==> config.mk <==
export PLATFORM = sky130hd
export DESIGN_NAME = one_wire_sensor_sequencer
export DESIGN_NICKNAME = d
export VERILOG_FILES = /design/src/hdl/owss_pkg.sv /design/src/hdl/owss_cfg_regs.sv /design/src/hdl/owss_engine.sv /design/src/hdl/owss_out_stage.sv /design/src/hdl/one_wire_sensor_sequencer.sv
export SDC_FILE = /design/constraint.sdc
export NUM_CORES = 1
export LEC_CHECK = 0
export BUFFER_PORTS_ARGS = -buffer_cell sky130_fd_sc_hd__buf_2
export CAP_MARGIN = 0
export CELL_PAD_IN_SITES_DETAIL_PLACEMENT = 1
export CELL_PAD_IN_SITES_GLOBAL_PLACEMENT = 1
export CORE_UTILIZATION = 50
export DETAILED_ROUTE_END_ITERATION = 8
export PLACE_DENSITY_LB_ADDON = 0.1
export REMOVE_ABC_BUFFERS = 1
export SYNTH_ARGS = -nofsm -noshare
export SYNTH_HDL_FRONTEND = slang
export SYNTH_SLANG_ARGS = --single-unit
==> constraint.sdc <==
create_clock -name clk -period 10.2 [get_ports clk]
set_input_delay 0 -clock clk [delete_from_list [all_inputs] [get_ports clk]]
set_output_delay 0 -clock clk [all_outputs]
set_load 0.01 [all_outputs]
==> src/hdl/owss_pkg.sv <==
`default_nettype none

package owss_pkg;

  localparam logic [1:0] CMD_TICK         = 2'd0;
  localparam logic [1:0] CMD_MEASURE      = 2'd1;
  localparam logic [1:0] CMD_STORE_LIMITS = 2'd2;
  localparam logic [1:0] CMD_READ_LIMITS  = 2'd3;

  localparam logic [2:0] CFG_RESET_LOW        = 3'd0;
  localparam logic [2:0] CFG_PRESENCE_TIMEOUT = 3'd1;
  localparam logic [2:0] CFG_POST_RESET       = 3'd2;
  localparam logic [2:0] CFG_SLOT             = 3'd3;
  localparam logic [2:0] CFG_BYTE_GAP         = 3'd4;

  localparam logic [11:0] RESET_LOW_DEFAULT        = 12'd480;
  localparam logic [11:0] PRESENCE_TIMEOUT_DEFAULT = 12'd255;
  localparam logic [11:0] POST_RESET_DEFAULT       = 12'd420;
  localparam logic [7:0]  SLOT_DEFAULT             = 8'd60;
  localparam logic [7:0]  BYTE_GAP_DEFAULT         = 8'd10;

  localparam logic [7:0] ROM_SKIP        = 8'hcc;
  localparam logic [7:0] FN_CONVERT      = 8'h44;
  localparam logic [7:0] FN_READ_PAD     = 8'hbe;
  localparam logic [7:0] FN_WRITE_PAD    = 8'h4e;
  localparam logic [7:0] PAD_CONFIG_BYTE = 8'h7f;
  localparam logic [7:0] FN_COPY_PAD     = 8'h48;
  localparam logic [7:0] FN_RECALL       = 8'hb8;

  typedef enum logic [3:0] {
    PH_IDLE,
    PH_RST_LOW,
    PH_PRESENCE,
    PH_POST,
    PH_SLOT_START,
    PH_SLOT_BODY,
    PH_GAP
  } phase_t;

  typedef enum logic [2:0] {
    OP_END,
    OP_RESET,
    OP_WRITE,
    OP_WRITE_HI,
    OP_WRITE_LO,
    OP_READ
  } op_kind_t;

  typedef struct packed {
    op_kind_t   kind;
    logic [7:0] data;
  } seq_op_t;

  typedef struct packed {
    logic [1:0] command;
    logic       dq_line;
    logic [7:0] high_limit;
    logic [7:0] low_limit;
  } in_beat_t;

  typedef struct packed {
    logic              dq_pull_low;
    logic              busy_res;
    logic              done_res;
    logic              presence_seen;
    logic signed [7:0] temp_whole;
    logic [3:0]        temp_fraction;
    logic [7:0]        high_limit_read;
    logic [7:0]        low_limit_read;
  } out_beat_t;

  typedef struct packed {
    logic [11:0] reset_low_ticks;
    logic [11:0] presence_timeout_ticks;
    logic [11:0] post_reset_ticks;
    logic [7:0]  slot_ticks;
    logic [7:0]  byte_gap_ticks;
  } cfg_t;

  function automatic seq_op_t seq_op(input logic [1:0] cmd, input logic [3:0] step);
    seq_op_t op;
    op = '{kind: OP_END, data: 8'h00};
    case (cmd)
      CMD_MEASURE: begin
        case (step)
          4'd0: op = '{kind: OP_RESET, data: 8'h00};
          4'd1: op = '{kind: OP_WRITE, data: ROM_SKIP};
          4'd2: op = '{kind: OP_WRITE, data: FN_CONVERT};
          4'd3: op = '{kind: OP_RESET, data: 8'h00};
          4'd4: op = '{kind: OP_WRITE, data: ROM_SKIP};
          4'd5: op = '{kind: OP_WRITE, data: FN_READ_PAD};
          4'd6: op = '{kind: OP_READ, data: 8'h00};
          4'd7: op = '{kind: OP_READ, data: 8'h00};
          default: op = '{kind: OP_END, data: 8'h00};
        endcase
      end
      CMD_STORE_LIMITS: begin
        case (step)
          4'd0:  op = '{kind: OP_RESET, data: 8'h00};
          4'd1:  op = '{kind: OP_WRITE, data: ROM_SKIP};
          4'd2:  op = '{kind: OP_WRITE, data: FN_WRITE_PAD};
          4'd3:  op = '{kind: OP_WRITE_HI, data: 8'h00};
          4'd4:  op = '{kind: OP_WRITE_LO, data: 8'h00};
          4'd5:  op = '{kind: OP_WRITE, data: PAD_CONFIG_BYTE};
          4'd6:  op = '{kind: OP_RESET, data: 8'h00};
          4'd7:  op = '{kind: OP_WRITE, data: ROM_SKIP};
          4'd8:  op = '{kind: OP_WRITE, data: FN_COPY_PAD};
          4'd9:  op = '{kind: OP_RESET, data: 8'h00};
          4'd10: op = '{kind: OP_WRITE, data: ROM_SKIP};
          4'd11: op = '{kind: OP_WRITE, data: FN_RECALL};
          default: op = '{kind: OP_END, data: 8'h00};
        endcase
      end
      CMD_READ_LIMITS: begin
        case (step)
          4'd0: op = '{kind: OP_RESET, data: 8'h00};
          4'd1: op = '{kind: OP_WRITE, data: ROM_SKIP};
          4'd2: op = '{kind: OP_WRITE, data: FN_READ_PAD};
          4'd3: op = '{kind: OP_READ, data: 8'h00};
          4'd4: op = '{kind: OP_READ, data: 8'h00};
          4'd5: op = '{kind: OP_READ, data: 8'h00};
          4'd6: op = '{kind: OP_READ, data: 8'h00};
          default: op = '{kind: OP_END, data: 8'h00};
        endcase
      end
      default: op = '{kind: OP_END, data: 8'h00};
    endcase
    return op;
  endfunction

endpackage

`default_nettype wire

==> src/hdl/owss_cfg_regs.sv <==
`default_nettype none

module owss_cfg_regs (
  input  wire logic          clk,
  input  wire logic          rst_n,
  input  wire logic          cfg_wr_en,
  input  wire logic [2:0]    cfg_index,
  input  wire logic [11:0]   cfg_wr_data,
  output owss_pkg::cfg_t     cfg
);

  owss_pkg::cfg_t cfg_r;

  always_ff @(posedge clk) begin
    if (!rst_n) begin
      cfg_r.reset_low_ticks        <= owss_pkg::RESET_LOW_DEFAULT;
      cfg_r.presence_timeout_ticks <= owss_pkg::PRESENCE_TIMEOUT_DEFAULT;
      cfg_r.post_reset_ticks       <= owss_pkg::POST_RESET_DEFAULT;
      cfg_r.slot_ticks             <= owss_pkg::SLOT_DEFAULT;
      cfg_r.byte_gap_ticks         <= owss_pkg::BYTE_GAP_DEFAULT;
    end else if (cfg_wr_en) begin
      unique case (cfg_index)
        owss_pkg::CFG_RESET_LOW:        cfg_r.reset_low_ticks        <= cfg_wr_data;
        owss_pkg::CFG_PRESENCE_TIMEOUT: cfg_r.presence_timeout_ticks <= cfg_wr_data;
        owss_pkg::CFG_POST_RESET:       cfg_r.post_reset_ticks       <= cfg_wr_data;
        owss_pkg::CFG_SLOT:             cfg_r.slot_ticks             <= cfg_wr_data[7:0];
        owss_pkg::CFG_BYTE_GAP:         cfg_r.byte_gap_ticks         <= cfg_wr_data[7:0];
        default: ;
      endcase
    end
  end

  assign cfg = cfg_r;

endmodule

`default_nettype wire

==> src/hdl/owss_engine.sv <==
`default_nettype none

module owss_engine #(
  parameter int TICK_COUNT_WIDTH = 12
) (
  input  wire logic          clk,
  input  wire logic          rst_n,
  input  wire logic          step_en,
  input  wire owss_pkg::in_beat_t in_beat,
  input  wire owss_pkg::cfg_t     cfg,
  output owss_pkg::out_beat_t res
);

  localparam int W  = TICK_COUNT_WIDTH;
  localparam int CW = (W > 12) ? W : 12;
  localparam logic [W-1:0] TICK_MAX = {W{1'b1}};

  owss_pkg::phase_t phase_r, phase_nxt;
  logic [3:0]   op_step_r, op_step_nxt;
  logic [1:0]   active_r, active_nxt;
  logic [7:0]   shift_r, shift_nxt;
  logic [2:0]   bit_r, bit_nxt;
  logic [W-1:0] tick_r, tick_nxt;
  logic [2:0]   read_idx_r, read_idx_nxt;
  logic [7:0]   first_r, first_nxt;
  logic [7:0]   held_hi_r, held_hi_nxt;
  logic [7:0]   held_lo_r, held_lo_nxt;
  logic [7:0]   whole_r, whole_nxt;
  logic [3:0]   frac_r, frac_nxt;
  logic [7:0]   hi_read_r, hi_read_nxt;
  logic [7:0]   lo_read_r, lo_read_nxt;
  logic         presence_r, presence_nxt;

  logic            done;
  logic            pull;
  logic            launch;
  logic [3:0]      launch_step;
  logic [W:0]      cnt;
  owss_pkg::seq_op_t cur_op, new_op;

  logic [W-1:0] lim_reset, lim_presence, lim_post, lim_slot, lim_gap;

  function automatic logic [W-1:0] tick_limit(input logic [11:0] v);
    logic [CW-1:0] ext;
    logic [W-1:0]  lim;
    ext = CW'(v);
    if (ext > CW'(TICK_MAX)) lim = TICK_MAX;
    else lim = W'(ext);
    if (lim == '0) lim = W'(1);
    return lim;
  endfunction

  // returns {reached, next count}
  function automatic logic [W:0] count_step(input logic [W-1:0] c, input logic [W-1:0] lim);
    logic [W-1:0] inc;
    inc = (c != TICK_MAX) ? c + W'(1) : c;
    if (inc >= lim) return {1'b1, {W{1'b0}}};
    return {1'b0, inc};
  endfunction

  assign lim_reset    = tick_limit(cfg.reset_low_ticks);
  assign lim_presence = tick_limit(cfg.presence_timeout_ticks);
  assign lim_post     = tick_limit(cfg.post_reset_ticks);
  assign lim_slot     = tick_limit({4'd0, cfg.slot_ticks});
  assign lim_gap      = tick_limit({4'd0, cfg.byte_gap_ticks});

  assign cur_op = owss_pkg::seq_op(active_r, op_step_r);

  always_comb begin
    phase_nxt    = phase_r;
    op_step_nxt  = op_step_r;
    active_nxt   = active_r;
    shift_nxt    = shift_r;
    bit_nxt      = bit_r;
    tick_nxt     = tick_r;
    read_idx_nxt = read_idx_r;
    first_nxt    = first_r;
    held_hi_nxt  = held_hi_r;
    held_lo_nxt  = held_lo_r;
    whole_nxt    = whole_r;
    frac_nxt     = frac_r;
    hi_read_nxt  = hi_read_r;
    lo_read_nxt  = lo_read_r;
    presence_nxt = presence_r;
    done         = 1'b0;
    launch       = 1'b0;
    launch_step  = op_step_r + 4'd1;
    cnt          = '0;
    new_op       = '{kind: owss_pkg::OP_END, data: 8'h00};

    unique case (phase_r)
      owss_pkg::PH_IDLE: begin
        if (in_beat.command != owss_pkg::CMD_TICK) begin
          active_nxt = in_beat.command;
          if (in_beat.command == owss_pkg::CMD_STORE_LIMITS) begin
            held_hi_nxt = in_beat.high_limit;
            held_lo_nxt = in_beat.low_limit;
          end
          read_idx_nxt = 3'd0;
          launch       = 1'b1;
          launch_step  = 4'd0;
        end
      end
      owss_pkg::PH_RST_LOW: begin
        cnt      = count_step(tick_r, lim_reset);
        tick_nxt = cnt[W-1:0];
        if (cnt[W]) phase_nxt = owss_pkg::PH_PRESENCE;
      end
      owss_pkg::PH_PRESENCE: begin
        if (!in_beat.dq_line) begin
          presence_nxt = 1'b1;
          tick_nxt     = '0;
          phase_nxt    = owss_pkg::PH_POST;
        end else begin
          cnt      = count_step(tick_r, lim_presence);
          tick_nxt = cnt[W-1:0];
          if (cnt[W]) begin
            presence_nxt = 1'b0;
            phase_nxt    = owss_pkg::PH_POST;
          end
        end
      end
      owss_pkg::PH_POST: begin
        cnt      = count_step(tick_r, lim_post);
        tick_nxt = cnt[W-1:0];
        if (cnt[W]) launch = 1'b1;
      end
      owss_pkg::PH_SLOT_START: begin
        tick_nxt  = '0;
        phase_nxt = owss_pkg::PH_SLOT_BODY;
      end
      owss_pkg::PH_SLOT_BODY: begin
        if (cur_op.kind == owss_pkg::OP_READ && tick_r == '0) begin
          shift_nxt = {in_beat.dq_line, shift_r[7:1]};
        end
        cnt      = count_step(tick_r, lim_slot);
        tick_nxt = cnt[W-1:0];
        if (cnt[W]) begin
          if (cur_op.kind != owss_pkg::OP_READ) shift_nxt = {1'b0, shift_r[7:1]};
          bit_nxt = bit_r + 3'd1;
          if (bit_nxt == 3'd0) begin
            if (cur_op.kind == owss_pkg::OP_READ) begin
              if (active_r == owss_pkg::CMD_MEASURE) begin
                if (read_idx_r == 3'd0) begin
                  first_nxt = shift_nxt;
                end else if (read_idx_r == 3'd1) begin
                  whole_nxt = {shift_nxt[3:0], first_r[7:4]};
                  frac_nxt  = first_r[3:0];
                end
              end else if (active_r == owss_pkg::CMD_READ_LIMITS) begin
                if (read_idx_r == 3'd2) hi_read_nxt = shift_nxt;
                else if (read_idx_r == 3'd3) lo_read_nxt = shift_nxt;
              end
              read_idx_nxt = read_idx_r + 3'd1;
              launch       = 1'b1;
            end else if (cfg.byte_gap_ticks != 8'd0) begin
              tick_nxt  = '0;
              phase_nxt = owss_pkg::PH_GAP;
            end else begin
              launch = 1'b1;
            end
          end else begin
            phase_nxt = owss_pkg::PH_SLOT_START;
          end
        end
      end
      owss_pkg::PH_GAP: begin
        cnt      = count_step(tick_r, lim_gap);
        tick_nxt = cnt[W-1:0];
        if (cnt[W]) launch = 1'b1;
      end
      default: phase_nxt = owss_pkg::PH_IDLE;
    endcase

    if (launch) begin
      new_op      = owss_pkg::seq_op(active_nxt, launch_step);
      op_step_nxt = launch_step;
      tick_nxt    = '0;
      bit_nxt     = 3'd0;
      case (new_op.kind)
        owss_pkg::OP_RESET: phase_nxt = owss_pkg::PH_RST_LOW;
        owss_pkg::OP_WRITE: begin
          shift_nxt = new_op.data;
          phase_nxt = owss_pkg::PH_SLOT_START;
        end
        owss_pkg::OP_WRITE_HI: begin
          shift_nxt = held_hi_nxt;
          phase_nxt = owss_pkg::PH_SLOT_START;
        end
        owss_pkg::OP_WRITE_LO: begin
          shift_nxt = held_lo_nxt;
          phase_nxt = owss_pkg::PH_SLOT_START;
        end
        owss_pkg::OP_READ: begin
          shift_nxt = 8'h00;
          phase_nxt = owss_pkg::PH_SLOT_START;
        end
        default: begin
          phase_nxt   = owss_pkg::PH_IDLE;
          op_step_nxt = 4'd0;
          done        = 1'b1;
        end
      endcase
    end
  end

  always_comb begin
    unique case (phase_r)
      owss_pkg::PH_RST_LOW:    pull = 1'b1;
      owss_pkg::PH_SLOT_START: pull = 1'b1;
      owss_pkg::PH_SLOT_BODY:  pull = (cur_op.kind != owss_pkg::OP_READ) && !shift_r[0];
      default:                 pull = 1'b0;
    endcase
  end

  always_comb begin
    res.dq_pull_low     = pull;
    res.busy_res        = (phase_nxt != owss_pkg::PH_IDLE);
    res.done_res        = done;
    res.presence_seen   = presence_nxt;
    res.temp_whole      = whole_nxt;
    res.temp_fraction   = frac_nxt;
    res.high_limit_read = hi_read_nxt;
    res.low_limit_read  = lo_read_nxt;
  end

  always_ff @(posedge clk) begin
    if (!rst_n) begin
      phase_r    <= owss_pkg::PH_IDLE;
      op_step_r  <= '0;
      active_r   <= '0;
      shift_r    <= '0;
      bit_r      <= '0;
      tick_r     <= '0;
      read_idx_r <= '0;
      first_r    <= '0;
      held_hi_r  <= '0;
      held_lo_r  <= '0;
      whole_r    <= '0;
      frac_r     <= '0;
      hi_read_r  <= '0;
      lo_read_r  <= '0;
      presence_r <= 1'b0;
    end else if (step_en) begin
      phase_r    <= phase_nxt;
      op_step_r  <= op_step_nxt;
      active_r   <= active_nxt;
      shift_r    <= shift_nxt;
      bit_r      <= bit_nxt;
      tick_r     <= tick_nxt;
      read_idx_r <= read_idx_nxt;
      first_r    <= first_nxt;
      held_hi_r  <= held_hi_nxt;
      held_lo_r  <= held_lo_nxt;
      whole_r    <= whole_nxt;
      frac_r     <= frac_nxt;
      hi_read_r  <= hi_read_nxt;
      lo_read_r  <= lo_read_nxt;
      presence_r <= presence_nxt;
    end
  end

endmodule

`default_nettype wire

==> src/hdl/owss_out_stage.sv <==
`default_nettype none

module owss_out_stage (
  input  wire logic           clk,
  input  wire logic           rst_n,
  input  wire logic           load,
  input  wire owss_pkg::out_beat_t res,
  output logic                in_stall,
  output logic                out_valid,
  input  wire logic           out_stall,
  output owss_pkg::out_beat_t out_beat
);

  logic                out_valid_r, out_valid_nxt;
  owss_pkg::out_beat_t beat_r;

  assign in_stall = out_valid_r && out_stall;

  always_comb begin
    out_valid_nxt = out_valid_r;
    if (load) out_valid_nxt = 1'b1;
    else if (out_valid_r && !out_stall) out_valid_nxt = 1'b0;
  end

  always_ff @(posedge clk) begin
    if (!rst_n) begin
      out_valid_r <= 1'b0;
    end else begin
      out_valid_r <= out_valid_nxt;
    end
  end

  always_ff @(posedge clk) begin
    if (load) beat_r <= res;
  end

  assign out_valid = out_valid_r;
  assign out_beat  = beat_r;

endmodule

`default_nettype wire

==> src/hdl/one_wire_sensor_sequencer.sv <==
// one-wire bus master that runs temperature sensor sequences
//
// in channel (in_valid / in_stall / in_beat): one beat is one bus tick and
// carries a command, the sampled dq line and the two limit bytes. a nonzero
// command starts measure, store limits or read limits when the bus is idle;
// it is ignored while busy.
// out channel (out_valid / out_stall / out_beat): exactly one beat per input
// beat, in order, with the line drive, busy/done flags, presence and the
// last measured and read values.
// cfg port (cfg_wr_en / cfg_index / cfg_wr_data): tick counts for reset low,
// presence timeout, post reset wait, bit slot and byte gap; write only while
// idle.
// an accepted in beat's out beat is registered and shows in the next cycle;
// one beat is taken every cycle unless in_stall is raised, set by the single
// state update per tick and the output register. while out_stall holds a
// waiting beat, in_stall is raised and the bus state holds. reset returns the
// bus to idle with the line released and the tick registers at their defaults.
`default_nettype none

module one_wire_sensor_sequencer #(
  parameter int TICK_COUNT_WIDTH = 12
) (
  input  wire logic           clk,
  input  wire logic           rst_n,
  input  wire logic           in_valid,
  output logic                in_stall,
  input  wire owss_pkg::in_beat_t in_beat,
  output logic                out_valid,
  input  wire logic           out_stall,
  output owss_pkg::out_beat_t out_beat,
  input  wire logic           cfg_wr_en,
  input  wire logic [2:0]     cfg_index,
  input  wire logic [11:0]    cfg_wr_data
);

  owss_pkg::cfg_t      cfg;
  owss_pkg::out_beat_t res;
  logic                in_fire;

  assign in_fire = in_valid && !in_stall;

  owss_cfg_regs u_cfg (
    .clk         (clk),
    .rst_n       (rst_n),
    .cfg_wr_en   (cfg_wr_en),
    .cfg_index   (cfg_index),
    .cfg_wr_data (cfg_wr_data),
    .cfg         (cfg)
  );

  owss_engine #(
    .TICK_COUNT_WIDTH (TICK_COUNT_WIDTH)
  ) u_engine (
    .clk     (clk),
    .rst_n   (rst_n),
    .step_en (in_fire),
    .in_beat (in_beat),
    .cfg     (cfg),
    .res     (res)
  );

  owss_out_stage u_out (
    .clk       (clk),
    .rst_n     (rst_n),
    .load      (in_fire),
    .res       (res),
    .in_stall  (in_stall),
    .out_valid (out_valid),
    .out_stall (out_stall),
    .out_beat  (out_beat)
  );

  a_done_not_busy: assert property (@(posedge clk) disable iff (!rst_n)
    out_valid |-> !(out_beat.done_res && out_beat.busy_res))
    else $error("done and busy both set");

  a_stall_needs_beat: assert property (@(posedge clk) disable iff (!rst_n)
    in_stall |-> out_valid)
    else $error("input stalled with no waiting beat");

  a_fire_gives_beat: assert property (@(posedge clk) disable iff (!rst_n)
    in_fire |=> out_valid)
    else $error("accepted beat produced no result");

  a_pull_only_busy: assert property (@(posedge clk) disable iff (!rst_n)
    (out_valid && out_beat.dq_pull_low) |-> (out_beat.busy_res || out_beat.done_res))
    else $error("line driven while idle");

endmodule

`default_nettype wire
==> reports/metrics.csv <==
stage,metric,value,unit
synthesis,Synth Instances,1240,
die,total core area,20500,sq um
cts,CTS Buf Count,17,
finish,area delta synth->final,13.6,%
global_route,antenna violations before repair,0,
cts,clock sink count,180,
global_route,largest net degree at the start of global routing,100,
flow_run,max-capacitance violation count,0,
route,DRC,0,
synthesis,Syn Area/Cell,8.52,sq um
synthesis,"area leader, netlist",dfxtp_1,
cts,H-tree levels,4,
cts,Clock Pin Slew Worst Setup and Hold Paths,0.08,ns
die,standard-cell rows,52,
status,status,completed,
die,Die Ht,147,um
synthesis,Most used DFF post-synth,dfxtp_1,
route,Pre-Repair DR Iteration Count,6,
timing,final setup vio count,0,
power,Pwr per Cell Area,144,nW/um^2
cts,post-CTS resize count,0,
synthesis,Area contributors post-synth,"dfxtp_1 28%, edfxtp_1 9.1%, ha_1 8.5%, nand2_1 7.8%, a21boi_0 5.1%",
global_route,met2 Use GR,52.5,%
global_route,vias in the first global route,9784,
setup_path,"Max FO, Critical Path",10,
die,initial core utilization,51.5,%
die,I/O pins,73,
synthesis,most frequent cells after synthesis,"220 x nand2_1, 148 x dfxtp_1, 72 x a21boi_0, 72 x ha_1, 71 x inv_1",
route,via count,9433,
synthesis,"FFs w/ async S/R, synth",0,%
timing,Slew Limit Fails,0,
global_route,GRT Util Overall,29.2,%
setup_path,"Req. time, crit path",10.55,ns
placed_design,dpl hpwl,21700,um
placed_design,RD Place Congestion,0.889,
cts,CTS Hold Buffers Added,30,
setup_path,CP Launch Type,register,
synthesis,Mapped Area,10600,sq um
cts,CTS tree,yes,
global_route,met1 global-route usage,36.0,%
timing,WHS,0.0148,ns
setup_path,Worst EP arrival,5.69,ns
global_route,met3 Usage GRT,3.70,%
placed_design,I/O Buffers,72,
route,DR iter-0 viols,530,
setup_path,Critical Path Sink Type,register,
synthesis,Ys Warns,0,
finish,final net count,1415,
min_path,Hold Path Class,in2reg,
die,die width,147,um
setup_path,"delay-heaviest family, CP",simple AND/OR/NAND/NOR gates,
route,DR vias/cell,5.94,
setup_path,Slowest cell on crit path,or3_1,
synthesis,Netlist cell types,82,
finish,ratio of cells with drive above 1 in the final layout,13.4,%
timing,setup tns final,0,ns
setup_path,CP Cell Sequence,"ha_1, nand2_1, or2_2, nand2_1, nor2_1, and3_1, nand3_1, xnor2_1, ha_1, a21oi_1, a21oi_1, a311oi_1, o31ai_1, or3_1, nor3_2, o211ai_1, nand2b_1, a21boi_0",
cts,clock tree buffer depth,2,
power,Lkg Pwr,5.03,nW
timing,Slew HR,20.8,%
timing,Final Hold Vio Count,0,
timing,skew final,0.0129,ns
timing,Highest Clock Rate,188,MHz
finish,n_diodes,0,
setup_path,CP peak stage delay,0.55,ns
cts,Worst-Skew Late Latency,0.44,ns
setup_path,CP Class,reg2reg,
timing,crit path time final,5.33,ns
timing,RSZ-0062 raised after global routing,false,
synthesis,register bit total from synthesis,180,
cts,"Setup Fix Bufs, Post-CTS",0,
setup_path,buffer and inverter count on the worst path,0,
die,Total Die Area,21700,sq um
synthesis,top cell type's share of synthesized area,28.1,%
route,Routed Antenna Nets,0,
global_route,GRT Residual Overflow,0,
timing,fin crit share,52.3,%
power,VDD IR max,0.114,mV
route,drt wl/cell,19.5,um
synthesis,"count leader, synth",nand2_1,
synthesis,Post-synth EDFFs,32,
synthesis,register area share after synthesis,37.1,%
route,routed wire length,30900,um
timing,Worst-Margin Slew,1.18,ns
global_route,Top Usage Layer GRT,met2,
cts,Root Driver,clkbuf_16,
global_route,first-pass GRT wire length,50700,um
## routing by layer
layer	vias up	wire length, um
li1	4575	-
met1	4626	13500
met2	184	15800
met3	48	952
met4	0	736
met5	-	0
## power by group
| group | leakage [nW] | switching (mW) | total [mW] | internal [mW] |
|---|---|---|---|---|
| Combinational | 3.21 | 0.165 | 0.267 | 0.103 |
| Sequential | 1.52 | 0.0217 | 0.772 | 0.751 |
| Clock | 0.301 | 0.348 | 0.686 | 0.338 |
| Total | 5.03 | 0.534 | 1.73 | 1.19 |
## logic make-up after synthesis
logic type / synth area share [%]
multiplexers: 4.99
adder cells (fa/ha/maj): 8.53
XOR/XNOR: 0.663
AO/OA/AOI/OAI: 22.6
flip-flops: 37.1
AND/OR/NAND/NOR: 21.0
buffers and inverters: 5.11
## through the flow
step           util (%)  power [mW]  instance area [sq um]  worst slack [ns]  std cells
5_1_grt            58.6        1.79                  12000              4.29       1587
2_1_floorplan         -       0.944                  10300              5.22       1173
3_3_place_gp       54.0        1.03                  11100              5.23       1525
6_report           58.6        1.73                  12000              4.87       1587
4_1_cts            58.6        1.73                  12000              4.87       1587
3_5_place_dp       54.0        1.04                  11100              4.98       1525
## placed cells by master, fill, tap and decap left out, types with 19 or more instances in the layout
cell type      synthesis  routed
inv_1                 71      70
a21boi_0              72      72
dfxtp_1              148     148
mux2_2                21      21
buf_2                  9      71
edfxtp_1              32      32
nand2_1              220     220
mux2i_1               29      29
nor2_1                59      59
nand2b_1              19      19
o211ai_1              31      31
dlygate4sd3_1          0      30
a21oi_1               49      49
ha_1                  72      72
o211a_1               22      22
nand3_1               25      25
o21ai_0               45      45
## path summary, 6_finish.rpt
path / start / to / slack, ns / cells past startpoint
worst max register to register: u_engine.tick_r[0]$_SDFFE_PN0P_ / u_engine.tick_r[5]$_SDFFE_PN0P_ / 4.87 / 18
worst min register to register: u_engine.held_lo_r[0]$_SDFFE_PN0P_ / u_engine.held_lo_r[0]$_SDFFE_PN0P_ / 0.47 / 2
worst min-delay path: rst_n / u_cfg.cfg[29]$_SDFFE_PN1P_ / 0.01 / 2
worst max-delay path: u_engine.tick_r[0]$_SDFFE_PN0P_ / u_engine.tick_r[5]$_SDFFE_PN0P_ / 4.87 / 18
## state kept, by name, summed over array words and instances, names as in the netlist, named ones only
register and flops:
u_engine.tick_r 12, u_out.out_beat 32, u_engine.phase_r 4, u_engine.first_r 8, u_engine.lo_read_r 8, u_engine.hi_read_r 8, u_engine.held_hi_r 8, u_engine.shift_r 8
u_engine.bit_r 3, u_engine.read_idx_r 3, u_engine.whole_r 8, u_out.out_valid 1, u_engine.op_step_r 4, u_engine.held_lo_r 8, u_cfg.cfg 52, u_engine.presence_r 1
u_engine.frac_r 4, u_engine.active_r 2
## final cells by class
type	instances	area [sq um]
fillers	2442	8490
multi-input cells	922	6110
flip-flops and latches	180	3920
repair buffers	112	738
clock buffers	17	425
well taps	270	338
inverters	71	267
clock inverters	15	204
## worst register-to-register path: cells and delay by family, from the launching register on
family / cells / cell delay (ns)
and+or+nand+nor: 9 / 2.18
AOI/OAI and AO/OA: 6 / 1.47
adders and majority gates: 2 / 0.70
xor gates and xnor gates: 1 / 0.52
DFF: 1 / 0.39
Note: power is estimated with default switching activity, not from simulation.
